$ cat src/hw/rtl/tlbt_pkg.sv
`default_nettype none
// -----------------------------------------------------------------------------
// tlbt_pkg
// Types and constants shared by the address translator.
// -----------------------------------------------------------------------------
package tlbt_pkg;
   localparam int TLB_ENTRIES = 16;
   localparam int FRAME_COUNT = 256;
   localparam int OFFSET_BITS = 8;
   localparam int ADDR_BITS = 16;
   localparam int PAGE_BITS = ADDR_BITS - OFFSET_BITS;
   localparam int FRAME_BITS = $clog2(FRAME_COUNT);
   localparam int COUNT_BITS = $clog2(FRAME_COUNT + 1);
   localparam int SLOT_BITS = $clog2(TLB_ENTRIES);
   localparam int STAMP_BITS = 32;
   localparam int LIMIT_BITS = 9;
   localparam int CSR_ADDR_BITS = 1;
   localparam logic [CSR_ADDR_BITS-1:0] REG_FRAME_LIMIT = 1'b0;

   typedef enum logic [2:0] {
      ST_IDLE,
      ST_TSCAN,
      ST_LSCAN,
      ST_VSCAN,
      ST_FIX,
      ST_DONE
   } state_type;

   // memory access request from sequencer
   typedef struct packed {
      logic                  rd_en;
      logic [FRAME_BITS-1:0] rd_addr;
      logic                  wr_en;
      logic [FRAME_BITS-1:0] wr_addr;
      logic [PAGE_BITS-1:0]  wr_page;
      logic [STAMP_BITS-1:0] wr_stamp;
      logic                  wr_owner;
   } mem_req_type;
endpackage
`default_nettype wire

$ cat src/hw/rtl/tlbt_if.sv
`default_nettype none
// -----------------------------------------------------------------------------
// tlbt_req_if / tlbt_rsp_if
// Valid/ready channels for translation requests and responses.
// -----------------------------------------------------------------------------
interface tlbt_req_if;
   logic        valid;
   logic        ready;
   logic [15:0] virt_addr;
   modport source (output valid, output virt_addr, input ready);
   modport sink (input valid, input virt_addr, output ready);
endinterface

interface tlbt_rsp_if;
   logic        valid;
   logic        ready;
   logic [15:0] phys_addr;
   logic        tlb_hit;
   logic        page_fault;
   logic        evicted;
   logic [7:0]  evicted_page;
   modport source (output valid, output phys_addr, output tlb_hit,
                   output page_fault, output evicted, output evicted_page, input ready);
   modport sink (input valid, input phys_addr, input tlb_hit,
                 input page_fault, input evicted, input evicted_page, output ready);
endinterface
`default_nettype wire

$ cat src/hw/rtl/tlbt_seq.sv
`default_nettype none
// -----------------------------------------------------------------------------
// tlbt_seq
// Sequencer: TLB scan, frame table search, LRU victim search and update.
// -----------------------------------------------------------------------------
module tlbt_seq (
   input  wire logic                           clock,
   input  wire logic                           reset,
   input  wire logic [tlbt_pkg::LIMIT_BITS-1:0] frame_limit,
   tlbt_req_if.sink                            req,
   tlbt_rsp_if.source                          rsp,
   output tlbt_pkg::mem_req_type               mreq,
   input  wire logic [tlbt_pkg::PAGE_BITS-1:0]  rd_page,
   input  wire logic [tlbt_pkg::STAMP_BITS-1:0] rd_stamp
);
   import tlbt_pkg::*;

   state_type state_ff, state_in;
   logic [PAGE_BITS-1:0]   tlb_page_ff [TLB_ENTRIES];
   logic [FRAME_BITS-1:0]  tlb_frame_ff [TLB_ENTRIES];
   logic [TLB_ENTRIES-1:0] tlb_valid_ff, tlb_valid_in;
   logic [SLOT_BITS-1:0]   slot_ff, slot_in;
   logic [COUNT_BITS-1:0]  used_ff, used_in;
   logic [STAMP_BITS-1:0]  clock_ff, clock_in;
   logic [PAGE_BITS-1:0]   page_ff, page_in;
   logic [OFFSET_BITS-1:0] offs_ff, offs_in;
   logic [SLOT_BITS-1:0]   tidx_ff, tidx_in;
   logic [COUNT_BITS-1:0]  idx_ff, idx_in;
   logic                   pend_ff, pend_in;
   logic [FRAME_BITS-1:0]  best_ff, best_in;
   logic [STAMP_BITS-1:0]  bstamp_ff, bstamp_in;
   logic [FRAME_BITS-1:0]  frame_ff, frame_in;
   logic                   hit_ff, hit_in, fault_ff, fault_in, ev_ff, ev_in;
   logic [PAGE_BITS-1:0]   oldp_ff, oldp_in;
   logic                   ovalid_ff, ovalid_in;
   logic                   tlb_wr;
   logic [COUNT_BITS-1:0]  limit_eff;
   logic [COUNT_BITS-1:0]  span;

   // effective limit clamped to 1..FRAME_COUNT
   always_comb begin
      if (frame_limit == '0) limit_eff = COUNT_BITS'(1);
      else if ({1'b0, frame_limit} > 10'(FRAME_COUNT)) limit_eff = COUNT_BITS'(FRAME_COUNT);
      else limit_eff = COUNT_BITS'(frame_limit);
   end
   assign span = used_ff;

   always_ff @(posedge clock) begin
      if (reset) begin
         state_ff <= ST_IDLE;
         tlb_valid_ff <= '0;
         slot_ff <= '0;
         used_ff <= '0;
         clock_ff <= '0;
         ovalid_ff <= 1'b0;
      end else begin
         state_ff <= state_in;
         tlb_valid_ff <= tlb_valid_in;
         slot_ff <= slot_in;
         used_ff <= used_in;
         clock_ff <= clock_in;
         ovalid_ff <= ovalid_in;
      end
   end

   // payload registers
   always_ff @(posedge clock) begin
      page_ff <= page_in; offs_ff <= offs_in; tidx_ff <= tidx_in; idx_ff <= idx_in;
      pend_ff <= pend_in; best_ff <= best_in; bstamp_ff <= bstamp_in;
      frame_ff <= frame_in; hit_ff <= hit_in; fault_ff <= fault_in;
      ev_ff <= ev_in; oldp_ff <= oldp_in;
      if (tlb_wr) begin
         tlb_page_ff[slot_ff] <= page_ff;
         tlb_frame_ff[slot_ff] <= frame_ff;
      end
   end

   assign req.ready = (state_ff == ST_IDLE) && !ovalid_ff;
   assign rsp.valid = ovalid_ff;
   assign rsp.phys_addr = {frame_ff, offs_ff};
   assign rsp.tlb_hit = hit_ff;
   assign rsp.page_fault = fault_ff;
   assign rsp.evicted = ev_ff;
   assign rsp.evicted_page = oldp_ff;

   always_comb begin
      state_in = state_ff; tlb_valid_in = tlb_valid_ff; slot_in = slot_ff;
      used_in = used_ff; clock_in = clock_ff; page_in = page_ff; offs_in = offs_ff;
      tidx_in = tidx_ff; idx_in = idx_ff; pend_in = 1'b0; best_in = best_ff;
      bstamp_in = bstamp_ff; frame_in = frame_ff; hit_in = hit_ff; fault_in = fault_ff;
      ev_in = ev_ff; oldp_in = oldp_ff; ovalid_in = ovalid_ff; tlb_wr = 1'b0;
      mreq = '0;
      if (rsp.valid && rsp.ready) ovalid_in = 1'b0;
      case (state_ff)
         ST_IDLE: begin
            if (req.valid && req.ready) begin
               page_in = req.virt_addr[ADDR_BITS-1:OFFSET_BITS];
               offs_in = req.virt_addr[OFFSET_BITS-1:0];
               tidx_in = '0; hit_in = 1'b0; fault_in = 1'b0; ev_in = 1'b0;
               oldp_in = '0;
               state_in = ST_TSCAN;
            end
         end
         // one tlb entry per cycle, lowest index first
         ST_TSCAN: begin
            if (tlb_valid_ff[tidx_ff] && tlb_page_ff[tidx_ff] == page_ff) begin
               hit_in = 1'b1; frame_in = tlb_frame_ff[tidx_ff]; state_in = ST_FIX;
            end else if (tidx_ff == SLOT_BITS'(TLB_ENTRIES - 1)) begin
               idx_in = '0; state_in = ST_LSCAN;
            end else tidx_in = tidx_ff + 1'b1;
         end
         // frame table search, each read issued in the cycle before its compare
         ST_LSCAN: begin
            if (pend_ff && rd_page == page_ff) begin
               frame_in = FRAME_BITS'(idx_ff - 1'b1); state_in = ST_FIX;
            end else if (idx_ff < span) begin
               mreq.rd_en = 1'b1; mreq.rd_addr = FRAME_BITS'(idx_ff);
               idx_in = idx_ff + 1'b1; pend_in = 1'b1;
            end else begin
               fault_in = 1'b1;
               if (used_ff < limit_eff) begin
                  frame_in = FRAME_BITS'(used_ff); used_in = used_ff + 1'b1;
                  state_in = ST_FIX;
               end else begin
                  idx_in = '0; state_in = ST_VSCAN;
               end
            end
         end
         // lru victim: lowest stamp, earliest index on a tie
         ST_VSCAN: begin
            if (pend_ff) begin
               if (idx_ff == COUNT_BITS'(1) || rd_stamp < bstamp_ff) begin
                  best_in = FRAME_BITS'(idx_ff - 1'b1); bstamp_in = rd_stamp;
                  oldp_in = rd_page;
               end
            end
            if (idx_ff < span) begin
               mreq.rd_en = 1'b1; mreq.rd_addr = FRAME_BITS'(idx_ff);
               idx_in = idx_ff + 1'b1; pend_in = 1'b1;
            end else if (!pend_ff || idx_ff == span) begin
               if (!pend_in) begin
                  ev_in = 1'b1;
                  frame_in = (pend_ff && (idx_ff == COUNT_BITS'(1) || rd_stamp < bstamp_ff))
                             ? FRAME_BITS'(idx_ff - 1'b1) : best_ff;
                  for (int i = 0; i < TLB_ENTRIES; i++)
                     if (tlb_frame_ff[i] == frame_in) tlb_valid_in[i] = 1'b0;
                  state_in = ST_FIX;
               end
            end
         end
         // write back stamp; owner and tlb fill on a fault
         ST_FIX: begin
            clock_in = clock_ff + 1'b1;
            mreq.wr_en = 1'b1; mreq.wr_addr = frame_ff; mreq.wr_stamp = clock_in;
            mreq.wr_page = page_ff; mreq.wr_owner = fault_ff;
            if (fault_ff) begin
               tlb_wr = 1'b1; tlb_valid_in[slot_ff] = 1'b1;
               slot_in = (slot_ff == SLOT_BITS'(TLB_ENTRIES - 1)) ? '0 : slot_ff + 1'b1;
            end
            state_in = ST_DONE;
         end
         ST_DONE: begin
            ovalid_in = 1'b1; state_in = ST_IDLE;
         end
         default: state_in = ST_IDLE;
      endcase
   end

   // checks
   a_used_le: assert property (@(posedge clock) disable iff (reset)
      used_ff <= COUNT_BITS'(FRAME_COUNT)) else $error("frames in use overflow");
   a_evict_fault: assert property (@(posedge clock) disable iff (reset)
      rsp.valid |-> (!rsp.evicted || rsp.page_fault)) else $error("evict without fault");
   a_hit_nofault: assert property (@(posedge clock) disable iff (reset)
      rsp.valid |-> !(rsp.tlb_hit && rsp.page_fault)) else $error("hit and fault");
   a_stamp: assert property (@(posedge clock) disable iff (reset)
      state_ff == ST_FIX |=> clock_ff == $past(clock_ff) + 1'b1) else $error("stamp");
endmodule
`default_nettype wire
$ cat src/flat_wrapper.sv
// flat-port wrapper written by rule: the top's interface ports become plain ports
module tlbt_seq_flat import tlbt_pkg::*;
  (clock, reset, frame_limit, mreq, rd_page, rd_stamp, req_valid, req_virt_addr, req_ready, rsp_valid, rsp_phys_addr, rsp_tlb_hit, rsp_page_fault, rsp_evicted, rsp_evicted_page, rsp_ready);
  tlbt_req_if req_i ();
  tlbt_rsp_if rsp_i ();
  input  wire logic clock;
  input  wire logic reset;
  input  wire logic [tlbt_pkg::LIMIT_BITS-1:0] frame_limit;
  output tlbt_pkg::mem_req_type mreq;
  input  wire logic [tlbt_pkg::PAGE_BITS-1:0] rd_page;
  input  wire logic [tlbt_pkg::STAMP_BITS-1:0] rd_stamp;
  input wire logic [$bits(req_i.valid)-1:0] req_valid;
  input wire logic [$bits(req_i.virt_addr)-1:0] req_virt_addr;
  output wire logic [$bits(req_i.ready)-1:0] req_ready;
  output wire logic [$bits(rsp_i.valid)-1:0] rsp_valid;
  output wire logic [$bits(rsp_i.phys_addr)-1:0] rsp_phys_addr;
  output wire logic [$bits(rsp_i.tlb_hit)-1:0] rsp_tlb_hit;
  output wire logic [$bits(rsp_i.page_fault)-1:0] rsp_page_fault;
  output wire logic [$bits(rsp_i.evicted)-1:0] rsp_evicted;
  output wire logic [$bits(rsp_i.evicted_page)-1:0] rsp_evicted_page;
  input wire logic [$bits(rsp_i.ready)-1:0] rsp_ready;
  assign req_i.valid = req_valid;
  assign req_i.virt_addr = req_virt_addr;
  assign req_ready = req_i.ready;
  assign rsp_valid = rsp_i.valid;
  assign rsp_phys_addr = rsp_i.phys_addr;
  assign rsp_tlb_hit = rsp_i.tlb_hit;
  assign rsp_page_fault = rsp_i.page_fault;
  assign rsp_evicted = rsp_i.evicted;
  assign rsp_evicted_page = rsp_i.evicted_page;
  assign rsp_i.ready = rsp_ready;
  tlbt_seq u_core (.clock(clock), .reset(reset), .frame_limit(frame_limit), .req(req_i), .rsp(rsp_i), .mreq(mreq), .rd_page(rd_page), .rd_stamp(rd_stamp));
endmodule
$ cat config.mk
export PLATFORM = sky130hd
export DESIGN_NAME = tlbt_seq_flat
export DESIGN_NICKNAME = d
export VERILOG_FILES = /design/src/hw/rtl/tlbt_pkg.sv /design/src/hw/rtl/tlbt_if.sv /design/src/hw/rtl/tlbt_seq.sv /design/src/flat_wrapper.sv
export SDC_FILE = /design/constraint.sdc
export NUM_CORES = 1
export LEC_CHECK = 0
export ABC_CLOCK_PERIOD_IN_PS = 6550
export BUFFER_PORTS_ARGS = -buffer_cell sky130_fd_sc_hd__buf_4
export CORE_ASPECT_RATIO = 1.1
export CORE_MARGIN = 2
export CORE_UTILIZATION = 50
export DETAILED_ROUTE_END_ITERATION = 8
export MAX_ROUTING_LAYER = met4
export PLACE_DENSITY = 0.68
export SLEW_MARGIN = 15
export SYNTH_ARGS = -nofsm -noshare
export SYNTH_HDL_FRONTEND = slang
export SYNTH_SLANG_ARGS = --single-unit
$ cat constraint.sdc
create_clock -name clock -period 6.55 [get_ports clock]
set_clock_uncertainty 0.15 [all_clocks]
set_input_delay 0.9825 -clock clock [delete_from_list [all_inputs] [get_ports clock]]
set_output_delay 0.9825 -clock clock [all_outputs]
set_load 0.1 [all_outputs]
[After elaboration in Yosys (flattened, before gate mapping)]
Memories as Yosys holds them, arrays and structs flattened. A register that Yosys moved wholly into a read port is not among the register bits.
Cells that the tools add are included.
Storage, ports and cells
  logic and storage cells: 241
  register bits: 154
  output and inout bits: 88
  memories: 2
  memory bits (writable): 256
  bits of input ports: 69
Cells by class
  order comparisons: 7
  equality and inequality tests: 60
  bitwise operators: 3
  $add $sub $neg: 6
  reductions and logical operators: 47
  muxes and demuxes: 83
Memory list
  u_core.tlb_frame_ff: depth 16, width 8, read ports 17, clocked after Yosys merged registers in 1, wr ports 1, line tlbt_seq.sv:20  | logic [FRAME_BITS-1:0] tlb_frame_ff [TLB_ENTRIES];
  u_core.tlb_page_ff: depth 16, width 8, read ports 1, clocked after Yosys merged registers in 1, wr ports 1, line tlbt_seq.sv:19  | logic [PAGE_BITS-1:0] tlb_page_ff [TLB_ENTRIES];
Operators with widths (count)
  $eq 8x8->1: 18
  $mux 9: 10
  $reduce_and 5->1: 17
  $mux 8: 10
  $mux 50: 1
  $mux 16: 3
  $ne 2x1->1 const B: 23
  $add 32x1->32 const B: 1
  $lt 32x32->1: 1
  $mux 1: 32
  $pmux 16 s2: 1
  $pmux 9 s3: 1
  $mux 3: 8
  $mux 4: 6
  $pmux 8 s3: 1
  $reduce_and 4->1: 5
  $add 9x1->9 const B: 2
  $lt 9x9->1: 2
  $pmux 9 s2: 1
  $or 16x16->16: 1
  $pmux 8 s2: 1
  $pmux 3 s5: 1
  $ne 2x2->1 const B: 6
  $reduce_and 6->1: 2
  other kinds (27): 52

[Logic depth before layout (Yosys ltp)]
  depth after elaboration: 9
  gate-level depth with buffers: 15
  depth with buffers taken out: 12

[Worst setup path before layout]
OpenSTA, ideal clock, no wires.
  kind: flip-flop to flip-flop
  from: reg u_core.ovalid_ff, in the netlist u_core.rsp.valid
  to: reg (tool-made name)
  stages on the path, launching flop included: 7
  data required time: 6.279 ns
  slack: 0.609 ns
  arrival time: 5.670 ns
  path buffers: 0
  clock period less this slack: 5.941 ns
  library setup time: 0.121 ns
  cell sequence: dfxtp_1 > nor4_1 > nand2_1 > inv_1 > o21ai_1 > a21oi_1 > mux2_2
RTL lines
  from (decl): line tlbt_seq.sv:35  | logic ovalid_ff, ovalid_in;
  from (signal assigned): line tlbt_seq.sv:62  | ovalid_ff <= ovalid_in;

==> results.py <==
metrics = {
    "timing": {
        "whs_ns": 0.369,
        "rsz0062_at_grt": "false",
        "layout_min_cycle_time_ns": 5.22,
        "maxSlewViolCount": 0,
        "slew_headroom_pct": 20.6,
        "layout_setup_ws_ns": 1.33,
        "fmax_mhz": 192,
        "period_share_pct": 79.7,
        "finalSetupTns_ns": 0,
        "hold_violations": 0,
        "tightest_slew_ns": 1.19,
        "finalSetupViolations": 0,
    },
    "final_layout": {
        "drive_gt1_share_pct": 20.2,
        "multiInputGateArea_sq_um": 9420,
        "area_delta_synth_final_pct": 15.0,
        "fillers": 3524,
        "layout_commonest_cell": "edfxtp_1",
        "ff_latch_area_sq_um": 11700,
        "final_cell_mix": "344 x edfxtp_1, 204 x buf_4, 174 x nor2_1",
        "fin_nets": 2064,
    },
    "global_route": {
        "grt_pass1_wl_microns": 94100,
        "gr-usage-met1_pct": 36.0,
        "grt_pass1_vias": 15507,
        "top_usage_layer": "met2",
        "globalRouteOverflowTotal": 0,
        "grt_use_total_pct": 28.1,
        "antenna_found_initial": 3,
        "grt_max_degree": 64,
        "met2_usage_pct": 44.5,
        "met3_usage_pct": 5.37,
    },
    "placement": {
        "dp_slack_ns": 1.49,
        "gp_congestion": 0.946,
        "dp_hpwl_microns": 42900,
        "numPortBuffers": 156,
    },
    "logic_synthesis": {
        "ys_ff_latch": 414,
        "avgSynthCellArea_sq_um": 12.3,
        "synth-main-ff-cell": "edfxtp_1",
        "synthArstFlopShare_pct": 0,
        "synth_compound_area_share_pct": 10.8,
        "syn_nets": 1922,
        "syn_inst": 1795,
        "synth-edff-count": 344,
        "synth_top_family_by_area": "simple AND/OR/NAND/NOR gates",
        "synth.distinct_cells": 80,
        "yosys.area_share.adder_pct": 3.30,
        "synth-xor-area-share_pct": 7.44,
        "synth_mux_area_share_pct": 9.56,
        "synth_simple_gate_area_share_pct": 11.5,
        "yosys_warnings": 0,
        "ys_seq_area_share_pct": 53.3,
        "syn_area_sq_um": 22000,
    },
    "routing": {
        "wl_per_cell_microns": 24.5,
        "drt_iter0_markers": 1627,
        "vias": 15936,
        "viasPerCell": 6.25,
        "drc": 0,
        "ant_nets": 0,
        "dr.pass1.iters": 5,
        "drt_wl_total_microns": 62400,
    },
    "clock_network": {
        "clock_sinks": 414,
        "cts_resized": 0,
        "hold_buffers": 0,
        "clk_pin_slew_ns": 0.06,
        "numCtsBuffers": 45,
        "cts_tree": "yes",
        "htreeDepth": 2,
        "clockBufferDepth": 3,
        "post_cts_buffers": 0,
        "clockRootBuffer": "clkbuf_16",
        "clkLatencyLatePin_ns": 0.59,
    },
    "critical_path": {
        "cp_top_family": "simple AND/OR/NAND/NOR gates",
        "cpPeakStageDelay_ns": 0.58,
        "cp-start-kind": "flip-flop",
        "cp_slowest_cell": "nor4_1",
        "crit_fanout": 12,
        "cp.arrival_ns": 4.08,
        "crit_chain": "nand4_1 > nor3_1 > nand2_1 > nor4_1 > and3_1 > nand3_1 > or3_1 > a21oi_1 > buf_4",
        "required_ns": 5.42,
        "path_class": "flip-flop to output port",
        "crit_buf_inv": 1,
        "end_kind": "output port",
    },
    "power": {
        "p_leak_uw": 0.00896,
        "power_density_nw_per_um2": 245,
        "finalPower_uw": 6190,
        "ir_drop_mv": 0.242,
    },
    "floorplan": {
        "die_x_microns": 204,
        "dieArea_sq_um": 45700,
        "fp.dieH_microns": 224,
        "core_sq_um": 43400,
        "row_count": 80,
        "initial_core_util_pct": 50.6,
        "ioPinCount": 157,
    },
    "outcome": {
        "status": "completed",
    },
    "worst_hold_path": {
        "hold_path.class": "flip-flop to flip-flop",
    },
    "flow_run": {
        "maxCapViolations": 0,
    },
}
[report_power, final]
group / leakage, uW / internal, uW / total (uW) / switching [uW]
clock network: 0.000733 / 1550 / 2630 / 1080
logic: 0.00452 / 287 / 602 / 315
registers: 0.00370 / 2870 / 2960 / 84.0
total: 0.00896 / 4710 / 6190 / 1480
[area by class of cell]
| class | count | share of cell area [%] |
|---|---|---|
| flip-flops and latches | 414 | 46.4 |
| multi-input cells | 1175 | 37.3 |
| repair buffers | 205 | 6.13 |
| clock buffers | 55 | 4.60 |
| well taps | 574 | 2.84 |
| inverters | 96 | 1.42 |
| clock inverters | 28 | 1.33 |
| diodes | 1 | 0.00989 |
[state kept, by name, indices dropped and copies added (netlist names), 3 cells and up, named ones only]
signal / count
u_core.tlb_frame_ff: 128
u_core.tlb_page_ff: 128
u_core.bstamp_ff: 32
u_core.clock_ff: 32
u_core.tlb_valid_ff: 16
u_core.idx_ff: 9
u_core.span: 9
u_core.best_ff: 8
u_core.frame_ff: 8
u_core.offs_ff: 8
u_core.page_ff: 8
u_core.rsp.evicted_page: 8
u_core.slot_ff: 4
u_core.tidx_ff: 4
u_core.state_ff: 3
[cell families after synthesis]
| kind of cell | count (synthesis) |
|---|---|
| AND/OR/NAND/NOR | 502 |
| flip-flops | 414 |
| AO/OA/AOI/OAI | 326 |
| buffers and inverters | 206 |
| XOR/XNOR | 186 |
| multiplexers | 103 |
| adder cells (fa/ha/maj) | 58 |
[synthesized netlist by cell type (15+ instances only)]
cell | count | area, sq um
nor3_1 | 34 | 170
dfxtp_1 | 70 | 1400
mux4_2 | 85 | 1910
nand3_1 | 35 | 175
ha_1 | 58 | 726
inv_1 | 94 | 353
and2_1 | 25 | 156
o21ai_0 | 54 | 270
a21oi_1 | 69 | 345
a211oi_1 | 19 | 143
o221ai_1 | 17 | 149
xnor2_1 | 113 | 990
nand2_1 | 85 | 319
nand4_1 | 30 | 188
clkbuf_1 | 77 | 289
o22ai_1 | 18 | 113
edfxtp_1 | 344 | 10300
xor2_1 | 72 | 631
or3_1 | 15 | 93.8
a221oi_1 | 23 | 201
nor2_1 | 176 | 661
and3_1 | 32 | 200
a2111oi_0 | 25 | 219
[worst reg2reg max path: stages, from the launching register on]
cell and delay (ns):
dfxtp_1 0.43, nor2_1 0.18, nand2_1 0.07, buf_4 0.28, inv_1 0.53, nand2_1 0.51
clkinv_1 0.31, nand2_1 0.17, nor2_1 0.93, buf_4 0.38, nor2_1 0.07, a221oi_1 0.24
[worst paths after layout]
path              slack, ns  cells after the start                from                      to
setup / recovery       1.33                      9  u_core.clock_ff[6]                mreq[28]
hold / removal         0.37                      2  u_core.clock_ff[1]      u_core.clock_ff[1]
setup reg to reg       2.20                     11  u_core.state_ff[1]  u_core.tlb_valid_ff[0]
hold reg to reg        0.37                      2  u_core.clock_ff[1]      u_core.clock_ff[1]
[metal layers]
layer  wire (microns)  vias to the layer above
met2            30100                      795
met4             2320                        0
li1                 -                     7061
met1            24600                     7915
met3             5400                      165
met5                0                        -
[per-stage QoR]
step / cell area [sq um] / util [%] / instances
after floorplan: 22000 / - / 1795
after global placement: 23800 / 54.7 / 2463
after detailed placement: 23800 / 54.7 / 2463
after CTS: 25300 / 58.2 / 2546
after global routing: 25300 / 58.2 / 2548
final: 25300 / 58.2 / 2548
(Power assumes the default switching activity.)
